[src/rtl/sha_pkg.sv]
// Shared types, constants and round functions for the SHA-256 stream hasher.
package sha_pkg;

    typedef struct packed {
        logic       op;
        logic [7:0] data_byte;
    } msg_word_t;

    typedef struct packed {
        logic [31:0] digest_word0;
        logic [31:0] digest_word1;
        logic [31:0] digest_word2;
        logic [31:0] digest_word3;
        logic [31:0] digest_word4;
        logic [31:0] digest_word5;
        logic [31:0] digest_word6;
        logic [31:0] digest_word7;
    } digest_word_t;

    localparam logic OP_ABSORB = 1'b0;
    localparam logic OP_FINISH = 1'b1;

    localparam int BLOCK_WORDS = 16;
    localparam logic [7:0] PAD_BYTE = 8'h80;

    typedef logic [31:0] word_t;

    function automatic word_t rotr(input word_t x, input int n);
        rotr = (x >> n) | (x << (32 - n));
    endfunction

    function automatic word_t big_sigma0(input word_t x);
        big_sigma0 = rotr(x, 2) ^ rotr(x, 13) ^ rotr(x, 22);
    endfunction

    function automatic word_t big_sigma1(input word_t x);
        big_sigma1 = rotr(x, 6) ^ rotr(x, 11) ^ rotr(x, 25);
    endfunction

    function automatic word_t small_sigma0(input word_t x);
        small_sigma0 = rotr(x, 7) ^ rotr(x, 18) ^ (x >> 3);
    endfunction

    function automatic word_t small_sigma1(input word_t x);
        small_sigma1 = rotr(x, 17) ^ rotr(x, 19) ^ (x >> 10);
    endfunction

    function automatic word_t init_hash(input logic [2:0] idx);
        case (idx)
            3'd0:    init_hash = 32'h6a09e667;
            3'd1:    init_hash = 32'hbb67ae85;
            3'd2:    init_hash = 32'h3c6ef372;
            3'd3:    init_hash = 32'ha54ff53a;
            3'd4:    init_hash = 32'h510e527f;
            3'd5:    init_hash = 32'h9b05688c;
            3'd6:    init_hash = 32'h1f83d9ab;
            default: init_hash = 32'h5be0cd19;
        endcase
    endfunction

    function automatic word_t round_k(input logic [5:0] t);
        case (t)
            6'd0:  round_k = 32'h428a2f98;  6'd1:  round_k = 32'h71374491;
            6'd2:  round_k = 32'hb5c0fbcf;  6'd3:  round_k = 32'he9b5dba5;
            6'd4:  round_k = 32'h3956c25b;  6'd5:  round_k = 32'h59f111f1;
            6'd6:  round_k = 32'h923f82a4;  6'd7:  round_k = 32'hab1c5ed5;
            6'd8:  round_k = 32'hd807aa98;  6'd9:  round_k = 32'h12835b01;
            6'd10: round_k = 32'h243185be;  6'd11: round_k = 32'h550c7dc3;
            6'd12: round_k = 32'h72be5d74;  6'd13: round_k = 32'h80deb1fe;
            6'd14: round_k = 32'h9bdc06a7;  6'd15: round_k = 32'hc19bf174;
            6'd16: round_k = 32'he49b69c1;  6'd17: round_k = 32'hefbe4786;
            6'd18: round_k = 32'h0fc19dc6;  6'd19: round_k = 32'h240ca1cc;
            6'd20: round_k = 32'h2de92c6f;  6'd21: round_k = 32'h4a7484aa;
            6'd22: round_k = 32'h5cb0a9dc;  6'd23: round_k = 32'h76f988da;
            6'd24: round_k = 32'h983e5152;  6'd25: round_k = 32'ha831c66d;
            6'd26: round_k = 32'hb00327c8;  6'd27: round_k = 32'hbf597fc7;
            6'd28: round_k = 32'hc6e00bf3;  6'd29: round_k = 32'hd5a79147;
            6'd30: round_k = 32'h06ca6351;  6'd31: round_k = 32'h14292967;
            6'd32: round_k = 32'h27b70a85;  6'd33: round_k = 32'h2e1b2138;
            6'd34: round_k = 32'h4d2c6dfc;  6'd35: round_k = 32'h53380d13;
            6'd36: round_k = 32'h650a7354;  6'd37: round_k = 32'h766a0abb;
            6'd38: round_k = 32'h81c2c92e;  6'd39: round_k = 32'h92722c85;
            6'd40: round_k = 32'ha2bfe8a1;  6'd41: round_k = 32'ha81a664b;
            6'd42: round_k = 32'hc24b8b70;  6'd43: round_k = 32'hc76c51a3;
            6'd44: round_k = 32'hd192e819;  6'd45: round_k = 32'hd6990624;
            6'd46: round_k = 32'hf40e3585;  6'd47: round_k = 32'h106aa070;
            6'd48: round_k = 32'h19a4c116;  6'd49: round_k = 32'h1e376c08;
            6'd50: round_k = 32'h2748774c;  6'd51: round_k = 32'h34b0bcb5;
            6'd52: round_k = 32'h391c0cb3;  6'd53: round_k = 32'h4ed8aa4a;
            6'd54: round_k = 32'h5b9cca4f;  6'd55: round_k = 32'h682e6ff3;
            6'd56: round_k = 32'h748f82ee;  6'd57: round_k = 32'h78a5636f;
            6'd58: round_k = 32'h84c87814;  6'd59: round_k = 32'h8cc70208;
            6'd60: round_k = 32'h90befffa;  6'd61: round_k = 32'ha4506ceb;
            6'd62: round_k = 32'hbef9a3f7;  default: round_k = 32'hc67178f2;
        endcase
    endfunction

endpackage

[src/rtl/sha_ram.sv]
// Generic single-write, single-read RAM with a registered read port.
module sha_ram #(
    parameter int WIDTH = 32,
    parameter int DEPTH = 16
) (
    input  logic                     clk,
    input  logic                     wr_en,
    input  logic [$clog2(DEPTH)-1:0] wr_addr,
    input  logic [WIDTH-1:0]         wr_data,
    input  logic [$clog2(DEPTH)-1:0] rd_addr,
    output logic [WIDTH-1:0]         rd_data
);

    logic [WIDTH-1:0] mem [DEPTH];

    always_ff @(posedge clk)
    begin
        if (wr_en)
        begin
            mem[wr_addr] <= wr_data;
        end
        rd_data <= mem[rd_addr];
    end

endmodule

[src/rtl/sha256_stream_hasher.sv]
// Top level of the streaming SHA-256 hasher: byte intake, block RAM and round sequencer.
//
// Each accepted msg word carries one opcode. An absorb word adds one message byte; the 64th
// byte of a block also starts a compression that keeps msg_stall high through a read-ahead
// state (ST_PRE) for the block RAM, 64 rounds at one round per cycle (ST_COMP) and a state
// (ST_FOLD) that folds the working variables into the chain value. A finish word pads the
// message and runs one compression, or two when 56 or more bytes of the last block are
// buffered, then presents the digest as one word on the digest channel and starts the next
// message from the initial hash values.
// The sixteen message words of a block sit in a small RAM; words never written for the
// current block read as zero by way of a fill count, so no clearing pass is needed. The
// round loop is set by the single round datapath, and the schedule words for rounds 16 to 63
// come from a sixteen-word shift window. The digest sits in an output register, so a finish
// only waits when the previous digest has not yet been taken.
module sha256_stream_hasher
    import sha_pkg::*;
(
    input  logic         clk,
    input  logic         rst_n,
    input  logic         msg_valid,
    output logic         msg_stall,
    input  msg_word_t    msg,
    output logic         digest_valid,
    input  logic         digest_stall,
    output digest_word_t digest
);

    localparam logic [1:0] ST_IDLE = 2'd0;
    localparam logic [1:0] ST_PRE  = 2'd1;
    localparam logic [1:0] ST_COMP = 2'd2;
    localparam logic [1:0] ST_FOLD = 2'd3;

    localparam int AW = $clog2(BLOCK_WORDS);

    logic [1:0]  state_reg, state_next;
    logic [5:0]  round_reg, round_next;
    logic [5:0]  nbytes_reg, nbytes_next;
    logic [AW:0] fill_reg, fill_next;
    logic [63:0] mbits_reg, mbits_next;
    logic [31:0] acc_reg, acc_next;
    logic        len_en_reg, len_en_next;
    logic        second_reg, second_next;
    logic        final_reg, final_next;
    logic        dvalid_reg, dvalid_next;

    word_t chain_reg [8];
    word_t chain_next [8];
    word_t v_reg [8];
    word_t v_next [8];
    word_t win_reg [BLOCK_WORDS];
    word_t win_next [BLOCK_WORDS];
    digest_word_t dout_reg, dout_next;

    logic          accept;
    logic          wr_en;
    logic [AW-1:0] wr_addr, rd_addr;
    word_t         wr_data, rd_data;
    word_t         placed, wt, t1, t2, sum [8];

    assign accept       = msg_valid && !msg_stall;
    assign msg_stall    = (state_reg != ST_IDLE);
    assign digest_valid = dvalid_reg;
    assign digest       = dout_reg;

    sha_ram #(.WIDTH(32), .DEPTH(BLOCK_WORDS)) u_block_ram (
        .clk     (clk),
        .wr_en   (wr_en),
        .wr_addr (wr_addr),
        .wr_data (wr_data),
        .rd_addr (rd_addr),
        .rd_data (rd_data)
    );

    // Byte placed big-endian at its position inside the word being assembled.
    always_comb
    begin
        logic [7:0] b;
        b = (msg.op == OP_FINISH) ? PAD_BYTE : msg.data_byte;
        case (nbytes_reg[1:0])
            2'd0:    placed = acc_reg | {b, 24'h0};
            2'd1:    placed = acc_reg | {8'h0, b, 16'h0};
            2'd2:    placed = acc_reg | {16'h0, b, 8'h0};
            default: placed = acc_reg | {24'h0, b};
        endcase
    end

    assign wr_addr = nbytes_reg[5:2];
    assign wr_data = placed;
    assign wr_en   = accept && ((msg.op == OP_FINISH) || (nbytes_reg[1:0] == 2'd3));
    assign rd_addr = (state_reg == ST_COMP) ? (round_reg[AW-1:0] + 1'b1) : '0;

    // Message word for this round: block RAM, length words, zero fill or schedule.
    always_comb
    begin
        if (round_reg < 6'(BLOCK_WORDS))
        begin
            if ({1'b0, round_reg[AW-1:0]} < fill_reg)
                wt = rd_data;
            else if (len_en_reg && (round_reg[AW-1:0] == 4'd14))
                wt = mbits_reg[63:32];
            else if (len_en_reg && (round_reg[AW-1:0] == 4'd15))
                wt = mbits_reg[31:0];
            else
                wt = '0;
        end
        else
        begin
            wt = win_reg[0] + small_sigma0(win_reg[1]) + win_reg[9]
                 + small_sigma1(win_reg[14]);
        end
    end

    assign t1 = v_reg[7] + big_sigma1(v_reg[4])
                + ((v_reg[4] & v_reg[5]) ^ (~v_reg[4] & v_reg[6]))
                + round_k(round_reg) + wt;
    assign t2 = big_sigma0(v_reg[0])
                + ((v_reg[0] & v_reg[1]) ^ (v_reg[0] & v_reg[2]) ^ (v_reg[1] & v_reg[2]));

    always_comb
    begin
        for (int i = 0; i < 8; i++)
            sum[i] = chain_reg[i] + v_reg[i];
    end

    always_comb
    begin
        state_next  = state_reg;
        round_next  = round_reg;
        nbytes_next = nbytes_reg;
        fill_next   = fill_reg;
        mbits_next  = mbits_reg;
        acc_next    = acc_reg;
        len_en_next = len_en_reg;
        second_next = second_reg;
        final_next  = final_reg;
        dvalid_next = dvalid_reg && digest_stall;
        dout_next   = dout_reg;
        chain_next  = chain_reg;
        v_next      = v_reg;
        win_next    = win_reg;

        case (state_reg)
            ST_IDLE:
            begin
                if (accept && (msg.op == OP_ABSORB))
                begin
                    nbytes_next = nbytes_reg + 1'b1;
                    if (nbytes_reg[1:0] == 2'd3)
                    begin
                        acc_next  = '0;
                        fill_next = {1'b0, nbytes_reg[5:2]} + 1'b1;
                    end
                    else
                    begin
                        acc_next = placed;
                    end
                    if (nbytes_reg == 6'd63)
                    begin
                        mbits_next  = mbits_reg + 64'd512;
                        len_en_next = 1'b0;
                        second_next = 1'b0;
                        final_next  = 1'b0;
                        state_next  = ST_PRE;
                    end
                end
                else if (accept)
                begin
                    mbits_next  = mbits_reg + {55'h0, nbytes_reg, 3'b000};
                    fill_next   = {1'b0, nbytes_reg[5:2]} + 1'b1;
                    acc_next    = '0;
                    second_next = (nbytes_reg >= 6'd56);
                    len_en_next = (nbytes_reg < 6'd56);
                    final_next  = (nbytes_reg < 6'd56);
                    state_next  = ST_PRE;
                end
            end
            ST_PRE:
            begin
                round_next = '0;
                v_next     = chain_reg;
                state_next = ST_COMP;
            end
            ST_COMP:
            begin
                v_next[7] = v_reg[6];
                v_next[6] = v_reg[5];
                v_next[5] = v_reg[4];
                v_next[4] = v_reg[3] + t1;
                v_next[3] = v_reg[2];
                v_next[2] = v_reg[1];
                v_next[1] = v_reg[0];
                v_next[0] = t1 + t2;
                for (int i = 0; i < BLOCK_WORDS - 1; i++)
                    win_next[i] = win_reg[i + 1];
                win_next[BLOCK_WORDS - 1] = wt;
                round_next = round_reg + 1'b1;
                if (round_reg == 6'd63)
                    state_next = ST_FOLD;
            end
            default:
            begin
                if (second_reg)
                begin
                    // Length did not fit; run one more block that carries only the length.
                    chain_next  = sum;
                    fill_next   = '0;
                    second_next = 1'b0;
                    len_en_next = 1'b1;
                    final_next  = 1'b1;
                    state_next  = ST_PRE;
                end
                else if (!final_reg)
                begin
                    chain_next = sum;
                    fill_next  = '0;
                    nbytes_next = '0;
                    state_next = ST_IDLE;
                end
                else if (!(dvalid_reg && digest_stall))
                begin
                    dvalid_next = 1'b1;
                    dout_next   = {sum[0], sum[1], sum[2], sum[3],
                                   sum[4], sum[5], sum[6], sum[7]};
                    for (int i = 0; i < 8; i++)
                        chain_next[i] = init_hash(3'(i));
                    fill_next   = '0;
                    nbytes_next = '0;
                    mbits_next  = '0;
                    len_en_next = 1'b0;
                    final_next  = 1'b0;
                    state_next  = ST_IDLE;
                end
            end
        endcase
    end

    always_ff @(posedge clk or negedge rst_n)
    begin
        if (!rst_n)
        begin
            state_reg  <= ST_IDLE;
            round_reg  <= '0;
            nbytes_reg <= '0;
            fill_reg   <= '0;
            mbits_reg  <= '0;
            acc_reg    <= '0;
            len_en_reg <= 1'b0;
            second_reg <= 1'b0;
            final_reg  <= 1'b0;
            dvalid_reg <= 1'b0;
            for (int i = 0; i < 8; i++)
                chain_reg[i] <= init_hash(3'(i));
        end
        else
        begin
            state_reg  <= state_next;
            round_reg  <= round_next;
            nbytes_reg <= nbytes_next;
            fill_reg   <= fill_next;
            mbits_reg  <= mbits_next;
            acc_reg    <= acc_next;
            len_en_reg <= len_en_next;
            second_reg <= second_next;
            final_reg  <= final_next;
            dvalid_reg <= dvalid_next;
            chain_reg  <= chain_next;
        end
    end

    always_ff @(posedge clk)
    begin
        v_reg    <= v_next;
        win_reg  <= win_next;
        dout_reg <= dout_next;
    end

endmodule

[config.mk]
export PLATFORM = sky130hd
export DESIGN_NAME = sha256_stream_hasher
export DESIGN_NICKNAME = d
export VERILOG_FILES = /design/src/rtl/sha_pkg.sv /design/src/rtl/sha_ram.sv /design/src/rtl/sha256_stream_hasher.sv
export SDC_FILE = /design/constraint.sdc
export NUM_CORES = 2
export LEC_CHECK = 0
export ABC_CLOCK_PERIOD_IN_PS = 15100
export BUFFER_PORTS_ARGS = -buffer_cell sky130_fd_sc_hd__buf_2
export CORE_ASPECT_RATIO = 0.7
export CORE_UTILIZATION = 45
export DETAILED_ROUTE_END_ITERATION = 7
export PLACE_DENSITY_LB_ADDON = 0.05
export SLEW_MARGIN = 40
export SYNTH_ARGS = -nofsm -noshare
export SYNTH_HDL_FRONTEND = slang
export SYNTH_SLANG_ARGS = --single-unit
[constraint.sdc]
create_clock -name clk -period 15.1 [get_ports clk]
set_input_delay 3.02 -clock clk [delete_from_list [all_inputs] [get_ports clk]]
set_output_delay 3.02 -clock clk [all_outputs]
set_load 0.02 [all_outputs]
-- Word-level counts from Yosys, hierarchy flattened
Memory sizes are Yosys's and may differ from the RTL's. A register that Yosys moved wholly into a read port is not among the register bits.
Cells that the tools add are included.
- RAM bits: 512
- register bits: 1399
- ROM bits: 2048
- word-level logic and storage cells: 224
- memories: 2
- output and inout port bits: 258
- memories (memory ; depth ; width ; rd ports ; clocked after Yosys merged registers in ; write ports ; line ; source):
    (name not given) ; 64 ; 32 ; 1 ; 0 ; 0 ; sha_pkg.sv:62 ; case (t)
    u_block_ram.mem ; 16 ; 32 ; 1 ; 1 ; 1 ; sha_ram.sv:14 ; logic [WIDTH-1:0] mem [DEPTH];
- bitwise operators: 36
- multiplexer cells: 61
- reductions and logical operators: 26
- add/sub/neg operators: 24
- $lt $le $gt $ge: 4
- equality and inequality tests: 21
- operator list (cell ; count):
    256-bit two-way mux ; 3
    32-bit adder ; 18
    256-bit case mux with 2 select lines ; 1
    64-bit two-way mux ; 6
    32-bit bitwise XOR ; 9
    32-bit two-way mux ; 7
    32-bit AND ; 5
    64-bit case mux with 2 select lines ; 1
    32-bit case mux with 3 select lines ; 1
    64-bit by 10-bit adder with 64-bit output (second input constant) ; 1
    64-bit by 9-bit adder with 64-bit output ; 1
    32-bit NOT ; 1
    10-bit by 32-bit OR with 32-bit output ; 1
    13-bit by 32-bit OR with 32-bit output ; 1
    14-bit by 32-bit OR with 32-bit output ; 1
    15-bit by 32-bit OR with 32-bit output ; 1
    19-bit by 32-bit OR with 32-bit output ; 1
    21-bit by 32-bit OR with 32-bit output ; 1
    25-bit by 32-bit OR with 32-bit output ; 1
    26-bit by 32-bit OR with 32-bit output ; 1
    30-bit by 32-bit OR with 32-bit output ; 1
    32-bit by 16-bit OR with 32-bit output ; 1
    32-bit by 24-bit OR with 32-bit output ; 1
    32-bit OR ; 1
    other kinds (45) ; 106

-- Longest topological paths before layout
- word-level depth: 10
- depth in mapped cells: 48
- gate-level depth less buffers: 48

-- Cells and area by module
From an unflattened synthesis, not the netlist that was laid out.
- cell total of the unflattened synthesis: 7401
- area total of the unflattened synthesis: 98065.3 um^2
- modules (own cells, without submodules) (module ; times used ; cells each ; area each (um^2) ; seq. area each (um^2)):
    sha256_stream_hasher ; 1 ; 6563 ; 78230.0 ; 40228.6
    sha_ram ; 1 ; 838 ; 19835.3 ; 16015.4

-- Least setup slack after synthesis
Ideal clock, no wire load.
- path kind: input port to flip-flop
- start point: in digest_stall
- end point: reg dout_reg, in the netlist digest[0], enable pin
- required time: 14.140 ns
- stages: 1
- setup slack: -0.867 ns
- data arrival time: 15.007 ns
- setup time: 0.960 ns
- path buffers: 0
- path through: a21oi_1
- word-level cells in the longest chain between the ends: 3
- ends and longest elaborated chain (element ; line ; source):
    start, declared ; sha256_stream_hasher.sv:24 ; input logic digest_stall,
    1-bit logical AND ; sha256_stream_hasher.sv:219 ; else if (!(dvalid_reg && digest_stall))
    1-bit NOT (no line) ; -- ;
    4-bit AND reduction (no line) ; -- ;
    end signal, assigned ; sha256_stream_hasher.sv:274 ; dout_reg <= dout_next;
    end, declared ; sha256_stream_hasher.sv:52 ; digest_word_t dout_reg, dout_next;
No other way between the ends.
A chain may end at the register's enable or synchronous reset.

==> results.json <==
{
  "area_growth_pct": 12.1,
  "die_x_um": 565,
  "place_inst": 10871,
  "fin_crit_sh_pct": 75.7,
  "drive_above_1_share_pct": 16.5,
  "clock_insertion_delay_worst_skew_ns": 0.88,
  "final_antenna_net_count": 0,
  "grt_pass1_vias": 63922,
  "r2r-start": "win_reg[458]",
  "crit_start": "win_reg[458]",
  "synth_top_cell_area_share_pct": 46.3,
  "cts.sinks": 1940,
  "grt_pass1_wl_um": 473000,
  "synth_top_flop_cell": "edfxtp_1",
  "yosysMostFrequentCell": "edfxtp_1",
  "synth_area_leaders": "edfxtp_1, dfrtp_1, ha_1, mux2_2, fa_1",
  "wirelength_um": 332000,
  "min_period_ns": 11.43,
  "dr.pass1.iters": 8,
  "cts_resized": 0,
  "clock_tree.root_cell": "clkbuf_16",
  "r2r_slack_ns": 3.67,
  "cts_tree": "built",
  "ios": 271,
  "cp_common_cell": "inv_1",
  "hold_viol": 0,
  "min_path_type": "register to register",
  "h-tree-depth": 4,
  "holdWs_ns": 0.376,
  "cp_data_arrival_time_ns": 12.00,
  "initial_utilization_pct": 45.3,
  "cts_buffers": 203,
  "grt_overflow": 0,
  "clkSlewWorstSetupHoldPaths_ns": 0.06,
  "skew_ns": 0.0765,
  "cap_violations": 0,
  "ff2ff_path_depth": 40,
  "grt_max_degree": 119,
  "drc_errors": 0,
  "avgSynthCellArea_um2": 12.6,
  "reg2reg_to": "v_reg[255]",
  "hold_buffers": 0,
  "yosys_warnings": 0,
  "endpoint": "v_reg[255]",
  "cp_max_fo": 5,
  "core_region_area_um2": 220000,
  "critPathSlowestCell": "or4b_2",
  "yosys_register_bits": 1940,
  "die_y_um": 396,
  "maxSlewHeadroom_pct": 35.5,
  "yosys.cell_types.count": 97,
  "die_area_um2": 223000,
  "worst_pin_slew_ns": 0.962,
  "gp_congestion": 0.937,
  "syn_inst": 7917,
  "status": "finished clean",
  "num-fill-cells": 19256,
  "cts_setup_buffers": 0,
  "track_usage_pct": 29.4,
  "cpPeakStageDelay_ns": 0.64,
  "num_vias": 67456,
  "finalMaxSlewViolations": 0,
  "antenna_found_initial": 28,
  "rsz0062_at_grt": "false",
  "wl_per_cell_um": 29.6,
  "fin_setup_tns_ns": 0,
  "synth_edf_count": 1536,
  "start_kind": "register",
  "cts_buffer_depth": 4,
  "critical_path_class": "register to register",
  "synth_area_um2": 99700,
  "final_nets": 8785,
  "vias_per_cell": 6.00,
  "crit_required_ns": 15.67,
  "synthTopCellsByCount": "edfxtp_1, inv_1, a21oi_1",
  "setup.worst_path.end_class": "register",
  "synth_area_leader_cell": "edfxtp_1",
  "post-dp-hpwl_um": 237000,
  "finalSetupViolCount": 0,
  "max_freq_mhz": 87.5,
  "syn_nets": 8543,
  "drt-initial-drc-count": 7948,
  "async_flop_share_pct": 19.2,
  "yosysSeqAreaShare_pct": 56.4,
  "rows": 144,
  "instances_no_fill": 11245,
  "port_buffers": 270
}
-- per-layer routing --
metal,part of all wire [%],up-vias,global-route usage [%]
li1,-,29810,-
met1,49,34438,47.8
met2,39,2836,39.0
met3,9.7,360,7.02
met4,1.8,12,5.28
met5,0.021,-,0
-- worst min-delay path by stage --
stage                 start      endpoint  slack (ns)  cells past startpoint
4_1_cts        win_reg[113]  win_reg[145]        0.38                      0
3_5_place_dp    win_reg[69]  win_reg[101]        0.40                      0
6_report        win_reg[73]  win_reg[105]        0.38                      0
3_3_place_gp   win_reg[252]  win_reg[284]        0.40                      0
5_1_grt        win_reg[168]  win_reg[200]        0.39                      0
2_1_floorplan   win_reg[68]  win_reg[100]        0.40                      0
-- area by class of cell --
cell class,instances,area [um^2],share of cell area (%)
Antenna cell,3,7.51,0.00672
Clock buffer,264,5490,4.91
Clock inverter,104,1220,1.09
Inverter,510,1910,1.71
Multi-Input combinational cell,5102,40600,36.3
Sequential cell,1940,56300,50.3
Tap cell,2920,3650,3.27
Timing Repair Buffer,402,2620,2.34
-- per-stage QoR --
step                cell area (um^2)  worst slack, ns  utilization [%]
finish                        112000             3.67             50.8
global placement              105000             3.86             47.5
global route                  112000             3.03             50.7
CTS                           112000             3.72             50.7
floorplan                      99700             4.18                -
detailed placement            105000             3.84             47.6
-- cells in the final DEF (no fill, tap or decap), drive strengths merged, types with 172 or more instances in the layout --
cell / n
edfxtp: 1536
inv: 519
a21oi: 472
nor2: 437
xnor2: 417
ha: 416
buf: 402
mux2: 358
nand2: 356
o21ai: 346
clkbuf: 264
dfrtp: 236
xor2: 218
fa: 197
a21o: 181
a22o: 172
-- critical path: cells and delay by family, from the launching register on --
family | cells | cell delay (ns)
AO/OA/AOI/OAI | 15 | 4.15
XOR/XNOR | 5 | 0.95
adder cells (fa/ha/maj) | 9 | 3.94
buffers and inverters | 7 | 0.48
flip-flops | 1 | 0.51
multiplexers | 1 | 0.26
AND/OR/NAND/NOR | 3 | 0.84
-- kinds of logic after synthesis --
kind of cell    synth area share, %
flops                          56.4
compound gates                 13.4
xor+xnor                       5.65
simple gates                   6.47
fa+ha+maj                      9.34
mux                            5.39
buf+inv                        3.30
Power is left out: the tool's default activity adds up to more than one toggle a clock period on the data nets, which glitch-free logic cannot reach.
